File: config.mk
export PLATFORM = sky130hd
export DESIGN_NAME = hsv_to_rgb_pixel_convert_top
export DESIGN_NICKNAME = d
export VERILOG_FILES = /design/src/hsvrgb_pkg.sv /design/src/hsvrgb_datapath.sv /design/src/hsv_to_rgb_pixel_convert_top.sv
export SDC_FILE = /design/constraint.sdc
export NUM_CORES = 2
export LEC_CHECK = 0
export BUFFER_PORTS_ARGS = -buffer_cell sky130_fd_sc_hd__buf_2
export CAP_MARGIN = 15
export CORE_UTILIZATION = 30
export DETAILED_ROUTE_END_ITERATION = 7
export PLACE_DENSITY_LB_ADDON = 0.3
export SLEW_MARGIN = 20
export SYNTH_ARGS = -nofsm -noshare
export SYNTH_HDL_FRONTEND = slang
export SYNTH_HIERARCHICAL = 1
export SYNTH_SLANG_ARGS = --single-unit
File: constraint.sdc
create_clock -name aclk -period 23.2 [get_ports aclk]
set_input_delay 3.48 -clock aclk [delete_from_list [all_inputs] [get_ports aclk]]
set_output_delay 3.48 -clock aclk [all_outputs]
set_load 0.1 [all_outputs]
File: src/hsvrgb_pkg.sv
// Shared types and constants for the HSV to RGB pixel converter.
// No dependencies.
package hsvrgb_pkg;

    localparam int FRAC_BITS = 16;
    localparam int FIELD_W   = 16;
    localparam int ONE_W     = FRAC_BITS + 1;
    localparam logic [ONE_W-1:0] FRAC_ONE = ONE_W'(1) << FRAC_BITS;
    localparam int SECTORS   = 6;

    typedef enum logic [2:0] {
        SECTOR_0 = 3'd0,
        SECTOR_1 = 3'd1,
        SECTOR_2 = 3'd2,
        SECTOR_3 = 3'd3,
        SECTOR_4 = 3'd4,
        SECTOR_5 = 3'd5
    } sector_t;

    typedef struct packed {
        logic [FIELD_W-1:0] hue_frac;
        logic [FIELD_W-1:0] sat_frac;
        logic [FIELD_W-1:0] val_frac;
    } hsv_pixel_t;

    typedef struct packed {
        logic [FIELD_W-1:0] red_out;
        logic [FIELD_W-1:0] green_out;
        logic [FIELD_W-1:0] blue_out;
    } rgb_pixel_t;

    // Pipeline control between the handshake logic and the datapath.
    typedef struct packed {
        logic in_valid;
        logic advance;
    } pipe_ctrl_t;

endpackage

File: src/hsvrgb_datapath.sv
// Four-stage HSV to RGB datapath: sector split, s-products, v-products, routing.
// Depends on hsvrgb_pkg.
module hsvrgb_datapath (
    input  logic                    aclk,
    input  logic                    aresetn,
    input  hsvrgb_pkg::pipe_ctrl_t  ctrl,
    input  hsvrgb_pkg::hsv_pixel_t  in_pixel,
    output logic                    out_valid,
    output hsvrgb_pkg::rgb_pixel_t  out_pixel
);

    localparam int FW  = hsvrgb_pkg::FRAC_BITS;
    localparam int OW  = hsvrgb_pkg::ONE_W;
    localparam int H6W = FW + 3;

    // stage 1: hue * 6 -> sector, fraction
    logic                      v1_reg;
    logic [2:0]                sector1_reg;
    logic [FW-1:0]             f1_reg, s1_reg, val1_reg;
    logic [H6W-1:0]            h6;

    // stage 2: f*s, (1-f)*s, p
    logic                      v2_reg;
    logic [2:0]                sector2_reg;
    logic [FW-1:0]             fs2_reg, fts2_reg, p2_reg, val2_reg;
    logic [2*FW-1:0]           fs_prod;
    logic [OW+FW-1:0]          fts_prod, p_prod;
    logic [OW-1:0]             one_minus_f, one_minus_s;

    // stage 3: q, t
    logic                      v3_reg;
    logic [2:0]                sector3_reg;
    logic [FW-1:0]             q3_reg, t3_reg, p3_reg, val3_reg;
    logic [OW+FW-1:0]          q_prod, t_prod;

    // stage 4: routed output
    logic                      v4_reg;
    hsvrgb_pkg::rgb_pixel_t    rgb4_reg, rgb4_next;

    assign h6 = H6W'(in_pixel.hue_frac) * H6W'(hsvrgb_pkg::SECTORS);

    assign one_minus_f = hsvrgb_pkg::FRAC_ONE - {1'b0, f1_reg};
    assign one_minus_s = hsvrgb_pkg::FRAC_ONE - {1'b0, s1_reg};
    assign fs_prod     = {{FW{1'b0}}, f1_reg} * {{FW{1'b0}}, s1_reg};
    assign fts_prod    = {{OW{1'b0}}, s1_reg} * {{FW{1'b0}}, one_minus_f};
    assign p_prod      = {{OW{1'b0}}, val1_reg} * {{FW{1'b0}}, one_minus_s};

    assign q_prod = {{OW{1'b0}}, val2_reg}
                  * {{FW{1'b0}}, hsvrgb_pkg::FRAC_ONE - {1'b0, fs2_reg}};
    assign t_prod = {{OW{1'b0}}, val2_reg}
                  * {{FW{1'b0}}, hsvrgb_pkg::FRAC_ONE - {1'b0, fts2_reg}};

    always_comb begin
        case (hsvrgb_pkg::sector_t'(sector3_reg))
            hsvrgb_pkg::SECTOR_1: rgb4_next = '{q3_reg,   val3_reg, p3_reg};
            hsvrgb_pkg::SECTOR_2: rgb4_next = '{p3_reg,   val3_reg, t3_reg};
            hsvrgb_pkg::SECTOR_3: rgb4_next = '{p3_reg,   q3_reg,   val3_reg};
            hsvrgb_pkg::SECTOR_4: rgb4_next = '{t3_reg,   p3_reg,   val3_reg};
            hsvrgb_pkg::SECTOR_5: rgb4_next = '{val3_reg, p3_reg,   q3_reg};
            default:              rgb4_next = '{val3_reg, t3_reg,   p3_reg};
        endcase
    end

    // valid bits
    always_ff @(posedge aclk) begin
        if (!aresetn) begin
            v1_reg <= 1'b0;
            v2_reg <= 1'b0;
            v3_reg <= 1'b0;
            v4_reg <= 1'b0;
        end else if (ctrl.advance) begin
            v1_reg <= ctrl.in_valid;
            v2_reg <= v1_reg;
            v3_reg <= v2_reg;
            v4_reg <= v3_reg;
        end
    end

    // payload, no reset
    always_ff @(posedge aclk) begin
        if (ctrl.advance) begin
            sector1_reg <= h6[H6W-1:FW];
            f1_reg      <= h6[FW-1:0];
            s1_reg      <= in_pixel.sat_frac;
            val1_reg    <= in_pixel.val_frac;

            sector2_reg <= sector1_reg;
            fs2_reg     <= fs_prod[2*FW-1:FW];
            fts2_reg    <= fts_prod[2*FW-1:FW];
            p2_reg      <= p_prod[2*FW-1:FW];
            val2_reg    <= val1_reg;

            sector3_reg <= sector2_reg;
            q3_reg      <= q_prod[2*FW-1:FW];
            t3_reg      <= t_prod[2*FW-1:FW];
            p3_reg      <= p2_reg;
            val3_reg    <= val2_reg;

            rgb4_reg    <= rgb4_next;
        end
    end

    assign out_valid = v4_reg;
    assign out_pixel = rgb4_reg;

endmodule

File: src/hsv_to_rgb_pixel_convert_top.sv
// HSV to RGB pixel converter: valid/ready wrapper around the datapath.
// Depends on hsvrgb_pkg and hsvrgb_datapath.
// A transfer reaches result valid after passing four register stages, the first
// loaded at the input transfer edge.
// Throughput: one pixel per cycle; the whole pipeline holds while the output
// register is full and m_ready is low.
// Reset: synchronous active-low aresetn clears all stage valid bits.
module hsv_to_rgb_pixel_convert_top (
    input  logic                    aclk,
    input  logic                    aresetn,
    input  logic                    s_valid,
    output logic                    s_ready,
    input  hsvrgb_pkg::hsv_pixel_t  s_pixel,
    output logic                    m_valid,
    input  logic                    m_ready,
    output hsvrgb_pkg::rgb_pixel_t  m_pixel
);

    hsvrgb_pkg::pipe_ctrl_t ctrl;
    logic                   advance;

    // pipeline moves when the output slot is empty or being drained
    assign advance       = !m_valid || m_ready;
    assign s_ready       = advance;
    assign ctrl.in_valid = s_valid;
    assign ctrl.advance  = advance;

    hsvrgb_datapath u_datapath (
        .aclk      (aclk),
        .aresetn   (aresetn),
        .ctrl      (ctrl),
        .in_pixel  (s_pixel),
        .out_valid (m_valid),
        .out_pixel (m_pixel)
    );

endmodule

# --- Word level (Yosys, flattened, before mapping) ---
# Index checks and enable logic that the tools add are counted.
totals:
  regBits: 236
  latchBits: 0
  ram_bits: 0
  romBits: 0
  input_bits: 52
  output_inout_bits: 50
  elab_cells: 39
  memories: 0
op_classes:
  n_addsub: 4
  n_mul: 6
  div_mod_pow: 0
  order_cmp: 0
  n_eq_ne: 5
  shifts: 0
  n_mux: 1
  bitwise_logic: 0
  n_reduce_logical: 2
ops:
  columns: ["op", "n"]
  rows:
  - ["$pmux 48 s5", 1]
  - ["$mul 16x17->32", 4]
  - ["$sub 17x16->17 const A", 4]
  - ["$mul 15x16->31", 1]
  - ["$mul 16x2->18 const B", 1]
  - ["$eq 3x2->1 const B", 2]
  - ["$eq 3x3->1 const B", 2]
  - ["$eq 3x1->1 const B", 1]
  - ["$logic_not 1->1", 1]
  - ["$logic_or 1x1->1", 1]

# --- Logic depth before layout (Yosys ltp) ---
depth:
  word_depth: 2
  depth_mapped: 30
  ltp_nobuf: 29

# --- By module ---
# The synthesis kept the hierarchy.
modules_own_cells:
  columns: ["mod", "instances", "cells_each", "area_per_inst_um2", "seq_area_each_um2"]
  rows:
  - ["hsvrgb_datapath", 1, 5340, 50948.9, 7046.8]
  - ["hsv_to_rgb_pixel_convert_top", 1, 1, 6.3, 0.0]

# --- Worst setup path after synthesis ---
# No wires, ideal clock.
synth_timing:
  kind: "input port to output port"
  from: "input port m_ready"
  to: "output port s_ready"
  t_arrival_ps: 9749
  path_slack_ps: 9971
  path_stages: 1
  path_buffers: 0
  path_cell_list: "nand2b_1"
synth_via:
  elab_chain_len: 1
synth_rtl:
  columns: ["element", "line_no", "rtl"]
  rows:
  - ["from (decl)", "hsv_to_rgb_pixel_convert_top.sv:15", "input logic m_ready,"]
  - ["$logic_or 1x1->1", "hsv_to_rgb_pixel_convert_top.sv:23", "assign advance = !m_valid || m_ready;"]
  - ["to (decl)", "hsv_to_rgb_pixel_convert_top.sv:12", "output logic s_ready,"]
# No other way between the ends.

# --- Final worst setup path ---
layout_timing:
  from: "register u_datapath.s1_reg[1]"
  to: "register u_datapath.p2_reg[12] (data pin)"
layout_via:
  elab_chain_len: 2
layout_rtl:
  columns: ["element", "line_no", "rtl"]
  rows:
  - ["from (decl)", "hsvrgb_datapath.sv:19", "logic [FW-1:0] f1_reg, s1_reg, val1_reg;"]
  - ["from (signal assigned)", "hsvrgb_datapath.sv:84", "s1_reg <= in_pixel.sat_frac;"]
  - ["$sub 17x16->17", "hsvrgb_datapath.sv:43", "assign one_minus_s = hsvrgb_pkg::FRAC_ONE - {1'b0, s1_reg};"]
  - ["$mul 16x17->32", "hsvrgb_datapath.sv:46", "assign p_prod = {{OW{1'b0}}, val1_reg} * {{FW{1'b0}}, one_minus_s};"]
  - ["via u_datapath.p_prod[28]", "hsvrgb_datapath.sv:27", "logic [OW+FW-1:0] fts_prod, p_prod;"]
  - ["to (signal assigned)", "hsvrgb_datapath.sv:90", "p2_reg <= p_prod[2*FW-1:FW];"]
  - ["to (decl)", "hsvrgb_datapath.sv:25", "logic [FW-1:0] fs2_reg, fts2_reg, p2_reg, val2_reg;"]
# The timed path passes the listed nets, and every way through them passes these cells.
# A chain may end at the register's enable or synchronous reset.

==> results.toml <==
[outcome]
status = "finished, final reports clean"

[setup_path]
crit_required_ns = 23.55
path_class = "flip-flop to flip-flop"
crit_path_frequent_cell = "fa_1"
startpoint_type = "flip-flop"
critical_path.max_fanout = 32
cpPeakStageDelay_ns = 0.82
arrival_ns = 8.89
slowest_stage = "xor2_2"
crit_path_end_kind = "flip-flop"

[global_route]
grt_overflow = 0
first_global_vias = 38300
grt_first_pass_wirelength_microns = 218000
antenna_found_initial = 7
grtUsageTotal_pct = 16.0
grt_max_degree = 134

[layout]
finish.utilization_pct = 32.8
nets = 6850
largest_reg_flops = 48
layout_commonest_cell = "inv_1"
layout_common_cells = "inv_1 (1127), fa_1 (990), nand2_1 (767), and2_1 (574), ha_1 (504)"
drive_gt1_share_pct = 5.63
areaGrowthSynthToFinish_pct = 7.97

[synth]
syn_area_per_cell_sq_um = 9.54
yosysSeqAreaShare_pct = 13.8
yosysWarnings = 6
synth_ff_type = "edfxtp_1"
synth_nets = 6887
synth_edf_count = 232
synthCells = 5341
ys_async_sr_fraction_pct = 0
synth_cell_types = 76
ys_ff_latch = 236
synth_area_sq_um = 51000

[sta]
fin_ws_ns = 14.67
tightestPinTransition_ns = 1.13
drv_slew = 0
period_share_pct = 36.8
finClkSkew_ns = 0.0384
timing.setup.tns_ns = 0
timing.hold.ws_ns = 0.418
setup_viol = 0
fin_crit_ns = 8.53
hold_viol = 0
relSlewSlack_pct = 24.5
rsz0062_at_grt = "no"
fmax_mhz = 117

[clock_tree]
cts-root-buf = "clkbuf_16"
ctsHoldBuffers = 0
cts_max_level = 1
cts_made_buffers = 28
clkTransAtPathRegs_ns = 0.07
cts.sinks = 236
cts_buffer_depth = 3
clk-insertion-delay-late_ns = 0.63
tritoncts = "yes"
cts_resized = 0
postCtsSetupBuffers = 0

[die]
pin_count = 102
initial_core_util_pct = 30.3
die_y_microns = 414
num_rows = 150
die_area_sq_um = 172000
core_sq_um = 168000
die_x_microns = 414

[detailed_routing]
vias_per_cell = 4.75
wl_met2_microns = 63500
met1Wirelength_microns = 63100
wl_met3_microns = 6870
drt_wl_total_microns = 136000
ant_nets = 0
dr.pass1.iters = 7
routed.top_layer = "met5"
drt_iter0_drc = 2349
vias = 35800
wl_per_cell_microns = 18.0
drc_errors = 0

[placement]
post-place-ws_ns = 14.68
gp_congestion = 0.839
hpwl_microns = 102000
io_buffers = 101

[min_path]
hp-class = "flip-flop to flip-flop"

[job]
maxCapViolCount = 0
-- worst max-delay path: cells and delay by family, from the launching register on --
family	cells	cell delay, ns
fa+ha+maj	7	3.32
compound gates	7	1.45
simple gates	5	1.41
xor+xnor	1	0.82
buf+inv	5	0.65
flops	1	0.36
mux	1	0.22
-- synthesized netlist by cell type (all sizes together) (15+ instances only) --
cell type | count | area [sq um]
inv | 1127 | 4230
fa | 990 | 19800
nand2 | 767 | 2880
and2 | 574 | 3590
ha | 504 | 6310
clkbuf | 245 | 920
edfxtp | 232 | 6970
a21oi | 105 | 529
xnor2 | 105 | 920
nor2 | 95 | 357
o21ai | 66 | 334
nor3 | 51 | 260
xor2 | 48 | 420
a21o | 43 | 323
mux2i | 37 | 370
a22oi | 34 | 255
and3 | 34 | 213
nand3 | 22 | 110
a221oi | 18 | 158
buf | 18 | 90.1
nor2b | 17 | 106
o21a | 17 | 128
o22ai | 17 | 106
mux2 | 15 | 169
nand4 | 15 | 100
o22a | 15 | 131
-- metrics by stage --
step	cells	area, sq um
final	7532	55000
after global routing	7530	55000
after CTS	7530	55000
after detailed placement	7478	54100
after global placement	7478	54100
after floorplan	5341	51000
-- layout make-up --
class / instances / area [sq um]
timing repair buffer: 196 / 1230
tap: 2204 / 2760
multi-input combinational: 3715 / 38900
sequential: 236 / 7050
inverter: 1127 / 4230
antenna: 2 / 5.00
clock buffer: 33 / 719
clock inverter: 19 / 156
fill: 17300 / 113000
-- cell families (layout without fill, tap and decap cells) --
family | after synthesis | in the layout | share of synthesized area [%]
simple gates | 1632 | 1632 | 15.7
fa+ha+maj | 1494 | 1494 | 51.3
buf+inv | 1390 | 1375 | 10.3
compound gates | 384 | 384 | 5.19
flops | 236 | 236 | 13.8
xor+xnor | 153 | 153 | 2.63
mux | 52 | 52 | 1.06
other cells | 0 | 2 | 0
-- layer usage --
metal | up-vias | GRT usage [%]
li1 | 16200 | -
met1 | 18500 | 22.6
met2 | 924 | 26.6
met3 | 141 | 1.77
met4 | 2 | 2.62
met5 | - | 0
-- path summary, 6_finish.rpt --
path                                                startpoint                               to  slack, ns  depth (start not counted)
worst max-delay path            u_datapath/s1_reg[1]$_DFFE_PP_  u_datapath/p2_reg[12]$_DFFE_PP_      14.67                         26
worst min-delay path            u_datapath/p2_reg[4]$_DFFE_PP_   u_datapath/p3_reg[4]$_DFFE_PP_       0.42                          0
worst max register to register  u_datapath/s1_reg[1]$_DFFE_PP_  u_datapath/p2_reg[12]$_DFFE_PP_      14.67                         26
worst min register to register  u_datapath/p2_reg[4]$_DFFE_PP_   u_datapath/p3_reg[4]$_DFFE_PP_       0.42                          0
Power is left out: the tool's default activity adds up to more than one toggle a clock period on the data nets, which glitch-free logic cannot reach.
